File: src/sv/sha256_pkg.sv
`timescale 1ns / 1ps

package sha256_pkg;

    localparam int LENGTH_COUNTER_BITS = 64;
    localparam int COUNT_BITS = LENGTH_COUNTER_BITS - 3;

    localparam logic [7:0] PAD_BYTE = 8'h80;

    typedef enum logic [3:0] {
        ST_IDLE,
        ST_LOAD,
        ST_ROUND,
        ST_FOLD,
        ST_PAD,
        ST_LEN,
        ST_EMIT
    } state_t;

    // controller -> datapath
    typedef struct packed {
        logic buf_write;     // write byte at current position
        logic pad_write;     // write padding byte at pad position
        logic pad_start;     // pad position <- next free byte position
        logic pad_zero_pos;  // pad position <- 0
        logic len_write;     // write length byte
        logic load;          // schedule and working words from buffer and hash
        logic round;         // one compression round
        logic fold;          // hash += working words
        logic emit_start;    // output register takes word 0
        logic emit_next;     // next output word
        logic hash_init;     // back to initial values, count to zero
    } dp_cmd_t;

    // datapath -> controller
    typedef struct packed {
        logic block_full;    // byte position wraps on this write
        logic round_last;    // round 63 in progress
        logic pad_end;       // pad position at last zero slot before length or block end
        logic pad_need_two;  // 0x80 lands beyond byte 55
        logic len_last;      // length byte 7 written
        logic out_busy;      // output register holds an item
        logic out_last;      // output register holds word 7
        logic out_taken;     // output handshake this cycle
    } dp_status_t;

    localparam logic [31:0] INIT_HASH [8] = '{
        32'h6a09e667, 32'hbb67ae85, 32'h3c6ef372, 32'ha54ff53a,
        32'h510e527f, 32'h9b05688c, 32'h1f83d9ab, 32'h5be0cd19
    };

    localparam logic [31:0] ROUND_K [64] = '{
        32'h428a2f98, 32'h71374491, 32'hb5c0fbcf, 32'he9b5dba5,
        32'h3956c25b, 32'h59f111f1, 32'h923f82a4, 32'hab1c5ed5,
        32'hd807aa98, 32'h12835b01, 32'h243185be, 32'h550c7dc3,
        32'h72be5d74, 32'h80deb1fe, 32'h9bdc06a7, 32'hc19bf174,
        32'he49b69c1, 32'hefbe4786, 32'h0fc19dc6, 32'h240ca1cc,
        32'h2de92c6f, 32'h4a7484aa, 32'h5cb0a9dc, 32'h76f988da,
        32'h983e5152, 32'ha831c66d, 32'hb00327c8, 32'hbf597fc7,
        32'hc6e00bf3, 32'hd5a79147, 32'h06ca6351, 32'h14292967,
        32'h27b70a85, 32'h2e1b2138, 32'h4d2c6dfc, 32'h53380d13,
        32'h650a7354, 32'h766a0abb, 32'h81c2c92e, 32'h92722c85,
        32'ha2bfe8a1, 32'ha81a664b, 32'hc24b8b70, 32'hc76c51a3,
        32'hd192e819, 32'hd6990624, 32'hf40e3585, 32'h106aa070,
        32'h19a4c116, 32'h1e376c08, 32'h2748774c, 32'h34b0bcb5,
        32'h391c0cb3, 32'h4ed8aa4a, 32'h5b9cca4f, 32'h682e6ff3,
        32'h748f82ee, 32'h78a5636f, 32'h84c87814, 32'h8cc70208,
        32'h90befffa, 32'ha4506ceb, 32'hbef9a3f7, 32'hc67178f2
    };

    function automatic logic [31:0] rotr(input logic [31:0] x, input int n);
        rotr = (x >> n) | (x << (32 - n));
    endfunction

endpackage

File: src/sv/sha256_message_hash.sv
`timescale 1ns / 1ps
// A byte that fills a block starts a compression: load, 64 rounds, fold.
// Final item: padding bytes, then eight length bytes, then one or two
// compressions; eight digest items follow, one a cycle when taken.
// Throughput: one byte item a cycle between blocks; input stalls during padding, compression and digest output.
// Reset (rst_n low, asynchronous) loads the initial hash and clears the byte count.

module sha256_message_hash (
    input  logic        clk,
    input  logic        rst_n,
    input  logic        s_tvalid,
    output logic        s_tready,
    input  logic [7:0]  s_tdata,   // data_byte[7:0]
    input  logic        s_tuser,   // has_byte
    input  logic        s_tlast,   // last_byte
    output logic        m_tvalid,
    input  logic        m_tready,
    output logic [39:0] m_tdata,   // digest_word[31:0], word_index[34:32], zeros
    output logic        m_tlast    // last_word
);

    sha256_pkg::dp_cmd_t    cmd;
    sha256_pkg::dp_status_t st;
    logic                   in_fire;
    logic [31:0]            word;
    logic [2:0]             idx;

    assign in_fire = s_tvalid && s_tready;

    sha256_ctrl u_ctrl (
        .clk      (clk),
        .rst_n    (rst_n),
        .in_fire  (in_fire),
        .in_has   (s_tuser),
        .in_last  (s_tlast),
        .st       (st),
        .in_ready (s_tready),
        .cmd      (cmd)
    );

    sha256_datapath u_dp (
        .clk       (clk),
        .rst_n     (rst_n),
        .cmd       (cmd),
        .data_byte (s_tdata),
        .out_ready (m_tready),
        .st        (st),
        .out_valid (m_tvalid),
        .out_word  (word),
        .out_index (idx)
    );

    assign m_tdata = {5'b0, idx, word};
    assign m_tlast = (idx == 3'd7);

    a_no_in_while_out: assert property (@(posedge clk) disable iff (!rst_n)
        m_tvalid |-> !s_tready)
        else $error("input taken while digest pending");

    a_idx_step: assert property (@(posedge clk) disable iff (!rst_n)
        (m_tvalid && m_tready && !m_tlast) |=> (m_tvalid && idx == $past(idx) + 3'd1))
        else $error("digest index skipped");

    a_round_excl: assert property (@(posedge clk) disable iff (!rst_n)
        !(cmd.round && (cmd.buf_write || cmd.pad_write || cmd.len_write)))
        else $error("buffer written during rounds");

endmodule

File: src/sv/sha256_ctrl.sv
`timescale 1ns / 1ps

module sha256_ctrl (
    input  logic                   clk,
    input  logic                   rst_n,
    input  logic                   in_fire,
    input  logic                   in_has,
    input  logic                   in_last,
    input  sha256_pkg::dp_status_t st,
    output logic                   in_ready,
    output sha256_pkg::dp_cmd_t    cmd
);

    sha256_pkg::state_t state_reg, state_next;
    logic final_reg, final_next;     // compression belongs to final padding
    logic two_reg, two_next;         // pad run ends in block end, then second block
    logic pad_due_reg, pad_due_next; // last byte filled the block, padding follows

    always_ff @(posedge clk or negedge rst_n)
    begin
        if (!rst_n)
        begin
            state_reg   <= sha256_pkg::ST_IDLE;
            final_reg   <= 1'b0;
            two_reg     <= 1'b0;
            pad_due_reg <= 1'b0;
        end
        else
        begin
            state_reg   <= state_next;
            final_reg   <= final_next;
            two_reg     <= two_next;
            pad_due_reg <= pad_due_next;
        end
    end

    always_comb
    begin
        state_next   = state_reg;
        final_next   = final_reg;
        two_next     = two_reg;
        pad_due_next = pad_due_reg;
        unique case (state_reg)
            sha256_pkg::ST_IDLE:
            begin
                if (in_fire)
                begin
                    final_next   = in_last && !(in_has && st.block_full);
                    pad_due_next = in_last && in_has && st.block_full;
                    if (in_has && st.block_full)
                        state_next = sha256_pkg::ST_LOAD;
                    else if (in_last)
                        state_next = sha256_pkg::ST_PAD;
                end
            end
            sha256_pkg::ST_PAD:
            begin
                // first pad cycle writes 0x80; decides on one or two blocks
                two_next = two_reg || st.pad_need_two;
                if (st.pad_end)
                    state_next = (two_reg || st.pad_need_two) ? sha256_pkg::ST_LOAD
                                                              : sha256_pkg::ST_LEN;
            end
            sha256_pkg::ST_LEN:
                if (st.len_last)
                    state_next = sha256_pkg::ST_LOAD;
            sha256_pkg::ST_LOAD:
                state_next = sha256_pkg::ST_ROUND;
            sha256_pkg::ST_ROUND:
                if (st.round_last)
                    state_next = sha256_pkg::ST_FOLD;
            sha256_pkg::ST_FOLD:
            begin
                if (pad_due_reg)
                begin
                    pad_due_next = 1'b0;
                    final_next   = 1'b1;
                    state_next   = sha256_pkg::ST_PAD;
                end
                else if (!final_reg)
                    state_next = sha256_pkg::ST_IDLE;
                else if (two_reg)
                begin
                    two_next   = 1'b0;
                    state_next = sha256_pkg::ST_PAD;
                end
                else
                    state_next = sha256_pkg::ST_EMIT;
            end
            sha256_pkg::ST_EMIT:
                if (st.out_taken && st.out_last)
                begin
                    final_next = 1'b0;
                    state_next = sha256_pkg::ST_IDLE;
                end
            default:
                state_next = sha256_pkg::ST_IDLE;
        endcase
    end

    always_comb
    begin
        cmd      = '0;
        in_ready = 1'b0;
        unique case (state_reg)
            sha256_pkg::ST_IDLE:
            begin
                in_ready = !st.out_busy;
                cmd.buf_write = in_fire && in_has;
                cmd.pad_start = in_fire;
            end
            sha256_pkg::ST_PAD:
                cmd.pad_write = 1'b1;
            sha256_pkg::ST_LEN:
                cmd.len_write = 1'b1;
            sha256_pkg::ST_LOAD:
                cmd.load = 1'b1;
            sha256_pkg::ST_ROUND:
                cmd.round = 1'b1;
            sha256_pkg::ST_FOLD:
            begin
                cmd.fold         = 1'b1;
                cmd.pad_zero_pos = final_reg && two_reg;
                cmd.pad_start    = 1'b0;
                cmd.emit_start   = final_reg && !two_reg && !pad_due_reg;
            end
            sha256_pkg::ST_EMIT:
            begin
                cmd.emit_next = st.out_taken && !st.out_last;
                cmd.hash_init = st.out_taken && st.out_last;
            end
            default:
                cmd = '0;
        endcase
    end

endmodule

File: src/sv/sha256_datapath.sv
`timescale 1ns / 1ps

module sha256_datapath (
    input  logic                   clk,
    input  logic                   rst_n,
    input  sha256_pkg::dp_cmd_t    cmd,
    input  logic [7:0]             data_byte,
    input  logic                   out_ready,
    output sha256_pkg::dp_status_t st,
    output logic                   out_valid,
    output logic [31:0]            out_word,
    output logic [2:0]             out_index
);

    logic [31:0] block_mem [16];   // block as big-endian words
    logic [31:0] w_reg [16];
    logic [31:0] v_reg [8];
    logic [31:0] hash_reg [8];
    logic [sha256_pkg::COUNT_BITS-1:0] count_reg;
    logic [5:0]  round_reg;
    logic [5:0]  pad_pos_reg;
    logic        pad_marked_reg;   // 0x80 already written in this final run
    logic [2:0]  len_idx_reg;
    logic        out_valid_reg;
    logic [2:0]  out_idx_reg;
    logic [31:0] out_word_reg;
    logic [63:0] bit_len;

    assign bit_len = 64'({count_reg, 3'b000});

    // buffer writes: byte, padding, length
    always_ff @(posedge clk)
    begin
        if (cmd.buf_write)
            block_mem[count_reg[5:2]][{~count_reg[1:0], 3'b000} +: 8] <= data_byte;
        else if (cmd.pad_write)
            block_mem[pad_pos_reg[5:2]][{~pad_pos_reg[1:0], 3'b000} +: 8] <=
                pad_marked_reg ? 8'h00 : sha256_pkg::PAD_BYTE;
        else if (cmd.len_write)
            block_mem[{3'b111, len_idx_reg[2]}][{~len_idx_reg[1:0], 3'b000} +: 8] <=
                bit_len[{~len_idx_reg, 3'b000} +: 8];
    end

    always_ff @(posedge clk or negedge rst_n)
    begin
        if (!rst_n)
        begin
            count_reg      <= '0;
            round_reg      <= '0;
            pad_pos_reg    <= '0;
            pad_marked_reg <= 1'b0;
            len_idx_reg    <= '0;
            out_valid_reg  <= 1'b0;
            out_idx_reg    <= '0;
            for (int i = 0; i < 8; i++)
                hash_reg[i] <= sha256_pkg::INIT_HASH[i];
        end
        else
        begin
            if (cmd.buf_write)
                count_reg <= count_reg + 1'b1;
            if (cmd.pad_start)
            begin
                pad_pos_reg    <= cmd.buf_write ? count_reg[5:0] + 6'd1 : count_reg[5:0];
                pad_marked_reg <= 1'b0;
            end
            else if (cmd.pad_zero_pos)
                pad_pos_reg <= '0;
            else if (cmd.pad_write)
            begin
                pad_pos_reg    <= pad_pos_reg + 6'd1;
                pad_marked_reg <= 1'b1;
            end
            if (cmd.len_write)
                len_idx_reg <= len_idx_reg + 3'd1;
            if (cmd.load)
                round_reg <= '0;
            else if (cmd.round)
                round_reg <= round_reg + 6'd1;
            if (cmd.fold)
                for (int i = 0; i < 8; i++)
                    hash_reg[i] <= hash_reg[i] + v_reg[i];
            if (cmd.emit_start)
            begin
                out_valid_reg <= 1'b1;
                out_idx_reg   <= '0;
            end
            else if (cmd.emit_next)
                out_idx_reg <= out_idx_reg + 3'd1;
            else if (cmd.hash_init)
            begin
                out_valid_reg <= 1'b0;
                count_reg     <= '0;
                for (int i = 0; i < 8; i++)
                    hash_reg[i] <= sha256_pkg::INIT_HASH[i];
            end
        end
    end

    // message schedule and round
    logic [31:0] w_new, w_cur, t1, t2, s0, s1;
    always_comb
    begin
        s0 = sha256_pkg::rotr(w_reg[1], 7) ^ sha256_pkg::rotr(w_reg[1], 18) ^ (w_reg[1] >> 3);
        s1 = sha256_pkg::rotr(w_reg[14], 17) ^ sha256_pkg::rotr(w_reg[14], 19)
             ^ (w_reg[14] >> 10);
        w_new = s1 + w_reg[9] + s0 + w_reg[0];
        w_cur = w_reg[0];
        t1 = v_reg[7] + (sha256_pkg::rotr(v_reg[4], 6) ^ sha256_pkg::rotr(v_reg[4], 11)
             ^ sha256_pkg::rotr(v_reg[4], 25))
             + ((v_reg[4] & v_reg[5]) ^ (~v_reg[4] & v_reg[6]))
             + sha256_pkg::ROUND_K[round_reg] + w_cur;
        t2 = (sha256_pkg::rotr(v_reg[0], 2) ^ sha256_pkg::rotr(v_reg[0], 13)
             ^ sha256_pkg::rotr(v_reg[0], 22))
             + ((v_reg[0] & v_reg[1]) ^ (v_reg[0] & v_reg[2]) ^ (v_reg[1] & v_reg[2]));
    end

    always_ff @(posedge clk)
    begin
        if (cmd.load)
        begin
            for (int i = 0; i < 16; i++)
                w_reg[i] <= block_mem[i];
            for (int i = 0; i < 8; i++)
                v_reg[i] <= hash_reg[i];
        end
        else if (cmd.round)
        begin
            // w_reg[0] is the word of this round; window slides by one
            for (int i = 0; i < 15; i++)
                w_reg[i] <= w_reg[i+1];
            w_reg[15] <= w_new;
            v_reg[7] <= v_reg[6];
            v_reg[6] <= v_reg[5];
            v_reg[5] <= v_reg[4];
            v_reg[4] <= v_reg[3] + t1;
            v_reg[3] <= v_reg[2];
            v_reg[2] <= v_reg[1];
            v_reg[1] <= v_reg[0];
            v_reg[0] <= t1 + t2;
        end
        if (cmd.emit_start)
            out_word_reg <= hash_reg[0] + v_reg[0];
        else if (cmd.emit_next)
            out_word_reg <= hash_reg[out_idx_reg + 3'd1];
    end

    // first pad write position decides one or two blocks
    logic need_two;
    assign need_two = pad_marked_reg ? 1'b0 : (pad_pos_reg >= 6'd56);

    // a pad run stops before the length field or at the block end
    assign st.block_full   = (count_reg[5:0] == 6'd63);
    assign st.round_last   = (round_reg == 6'd63);
    assign st.pad_need_two = need_two;
    assign st.pad_end      = (pad_pos_reg == 6'd55) || (pad_pos_reg == 6'd63);
    assign st.len_last     = (len_idx_reg == 3'd7);
    assign st.out_busy     = out_valid_reg;
    assign st.out_last     = (out_idx_reg == 3'd7);
    assign st.out_taken    = out_valid_reg && out_ready;

    assign out_valid = out_valid_reg;
    assign out_word  = out_word_reg;
    assign out_index = out_idx_reg;

endmodule
File: config.mk
export PLATFORM = sky130hd
export DESIGN_NAME = sha256_message_hash
export DESIGN_NICKNAME = d
export VERILOG_FILES = /design/src/sv/sha256_pkg.sv /design/src/sv/sha256_message_hash.sv /design/src/sv/sha256_ctrl.sv /design/src/sv/sha256_datapath.sv
export SDC_FILE = /design/constraint.sdc
export NUM_CORES = 2
export LEC_CHECK = 0
export BUFFER_PORTS_ARGS = -buffer_cell sky130_fd_sc_hd__buf_2
export CAP_MARGIN = 20
export CORE_MARGIN = 4
export CORE_UTILIZATION = 50
export CTS_CLUSTER_SIZE = 16
export DETAILED_ROUTE_END_ITERATION = 6
export HOLD_SLACK_MARGIN = 0.15
export PLACE_DENSITY = 0.76
export SYNTH_ARGS = -nofsm -noshare
export SYNTH_HDL_FRONTEND = slang
export SYNTH_SLANG_ARGS = --single-unit
File: constraint.sdc
create_clock -name clk -period 47.4 [get_ports clk]
set_input_delay 9.48 -clock clk [delete_from_list [all_inputs] [get_ports clk]]
set_output_delay 9.48 -clock clk [all_outputs]
set_load 0.05 [all_outputs]
==> flow_summary.ini <==
[outcome]
status = finished, final reports clean

[synthesis]
synthCells = 9141
synth-seq-cells = 1655
synth_async_sr_flop_share_pct = 20.73
ys_seq_area_share_pct = 51.47
synth_top_area_cell = edfxtp_1
synth_top_area_share_pct = 42.11
yosysWarnings = 0
yosys_most_used_dff = edfxtp_1
syn_avg_cell_area_um2 = 10.23
synth.distinct_cells = 85
synth_edf_count = 1312
synthTopCellsByArea = edfxtp_1, nand2_1, dfrtp_1
synth_area_um2 = 93550

[placed_design]
hpwl_um = 193100
gp_congestion = 0.9955
place_ws_ns = 34.88
post-place-cells = 11300
placed_cell_area_um2 = 96040
port_buffers = 51

[critical_path]
setup.worst_path.start_class = input pin
worstSetupEndpointType = register
slowest_delay_ns = 0.58
critical_path_buf_inv_count = 1
worstPathCellList = buf_2 -> nor2b_1 -> and3_1 -> and3_1 -> nand2_1 -> or3_1 -> nor3_2 -> nor2b_1 -> nand3_1 -> xor2_1 -> nor2_1
cp.required_ns = 48.09
reg2reg_setup_slack_ns = 36.01
slowest_stage = and3_1
critPathTopFamily = simple AND/OR/NAND/NOR gates
critPathMaxFanout = 12
crit_type = input pin to register
arrival_ns = 12.42

[layout]
drive_above_1_share_pct = 7.189
layout_common_cells = nand2_1, edfxtp_1, a21oi_1, nor2_1, ha_1
layout_commonest_cell = nand2_1
fin_area_um2 = 101600
fin_nets = 9611
syn_to_final_growth_pct = 8.643
fin_cells = 11630
fillers = 15540

[clock_tree]
clockBufferDepth = 3
tritoncts = built
insertion_delay_ns = 0.85
cts.htree.levels = 4
cts_root_buffer = clkbuf_16
cts_buffers = 168
clkTransAtPathRegs_ns = 0.06
cts.sinks = 1655
cts_resized = 0
post_cts_buffers = 0
ctsHoldBuffers = 0

[job]
maxCapViolCount = 0

[min_path]
hp-class = register to register

[global_route]
grtUsageTotal_pct = 28.24
grt_pass1_wl_um = 417400
grt_antenna_before_repair = 11
grt_max_degree = 206
grt_pass1_vias = 67440
grt-ovfl-total = 0

[sta]
setup_viol = 0
hold_viol = 0
slew_headroom_pct = 16.38
period_share_pct = 24.74
setup_tns_ns = 0
worst_pin_slew_ns = 1.254
rsz0062_at_grt = no
fmax_ghz = 0.08526
drv_slew = 0
min_period_ns = 11.73
fin_ws_ns = 35.67
fin_skew_ns = 0.05656

[floorplan]
num_rows = 158
die_area_um2 = 194100
die_w_um = 440.6
core_region_area_um2 = 185800
die_height_um = 440.6
initial_core_util_pct = 50.34
pin_count = 57

[pwr]
power_density_nw_per_um2 = 28.58
power_leakage_uw = 0.04176
intPower_uw = 2294
peakVddDrop_mv = 0.03921
p_sw_uw = 610.8
sw_frac_of_total_pct = 21.03
power_frac_comb_pct = 0.4
p_clk_share_pct = 46.1
pwr-share-seq_pct = 53.4

[detailed_routing]
post_drt_wl_per_cell_um = 23.85
dr_total_vias = 69870
drcViolationCount = 0
dr.pass1.iters = 6
via_per_inst = 6.009
drt_iter0_drc = 8087
final_antenna_net_count = 0
drt_wl_total_um = 277300
## power by group through the flow
stage | clock network, uW | logic [uW] | registers, uW
2_1_floorplan | 0 | 2.43 | 1580
3_3_place_gp | 0 | 13.2 | 1580
3_5_place_dp | 0 | 13.4 | 1580
4_1_cts | 1350 | 13.4 | 1550
5_1_grt | 1420 | 14.3 | 1550
6_report | 1340 | 13.0 | 1550
## worst paths after layout
path	depth (start not counted)	start	end
max	11	s_tvalid	u_dp.count_reg[55]
min	2	u_dp.w_reg[0][152]	u_dp.w_reg[0][120]
max reg2reg	38	u_dp.round_reg[0]	u_dp.v_reg[0][30]
min reg2reg	2	u_dp.w_reg[0][152]	u_dp.w_reg[0][120]
max in group asynchronous	3	rst_n	u_dp.hash_reg[148]
min in group asynchronous	1	rst_n	u_dp.hash_reg[200]
## worst reg2reg max path, delay by kind of cell, from the launching register on
kind,cells,cell delay [ns]
xor+xnor,1,0.26
compound gates,17,4.37
buf+inv,5,0.91
simple gates,7,1.85
fa+ha+maj,8,3.42
flops,1,0.32
## stage by stage
| step | utilization (%) | hold slack, ns | power (uW) |
|---|---|---|---|
| floorplan | - | 0.4616 | 1584 |
| global placement | 51.68 | 0.4869 | 1594 |
| detailed placement | 51.68 | 0.4908 | 1595 |
| CTS | 54.67 | 0.4718 | 2917 |
| global route | 54.69 | 0.5125 | 2983 |
| finish | 54.70 | 0.4695 | 2905 |
## cells in the mapped netlist (all sizes together), types with 20 or more instances
library cell and number:
nand3 143, or3 42, a22o 20, ha 407, fa 195, inv 294
and2 40, or2 22, nor2 436, o21bai 45, xor2 218, o21ai 387
o211ai 96, mux4 83, nand2 2664, a21oi 525, nor3 113, and3 46
buf 39, nand4 39, o21a 51, maj3 25, o31ai 22, dfstp 136
a21o 183, a211oi 55, a31oi 73, nand2b 58, mux2i 53, edfxtp 1312
clkbuf 411, xnor2 402, nor2b 51, dfrtp 207
## metal layers
metal / GRT usage (%) / part of all wire, % / vias up
met1: 36.66 / 38 / 34070
met4: 16.66 / 6.9 / 10
met2: 44.45 / 46 / 3542
met3: 5.173 / 8.8 / 759
met5: 0 / 0.023 / -
li1: - / - / 31480
## logic make-up after synthesis
family	synth area share (%)
xor+xnor	5.828
compound gates	10.71
other cells	0.004008
simple gates	16.38
mux	2.710
flops	51.47
fa+ha+maj	9.883
buf+inv	3.017
## cell type report
type                       count  area (um^2)  share of cell area [%]
multi-input combinational   6743        42710                   42.02
inverter                     297         1122                   1.104
sequential                  1655        48160                   47.38
antenna                        8        20.02                 0.01970
timing repair buffer         130        975.9                  0.9602
clock buffer                 222         4468                   4.396
tap                         2480         3103                   3.053
clock inverter                92         1079                   1.061
Note: power is estimated with default switching activity, not from simulation.
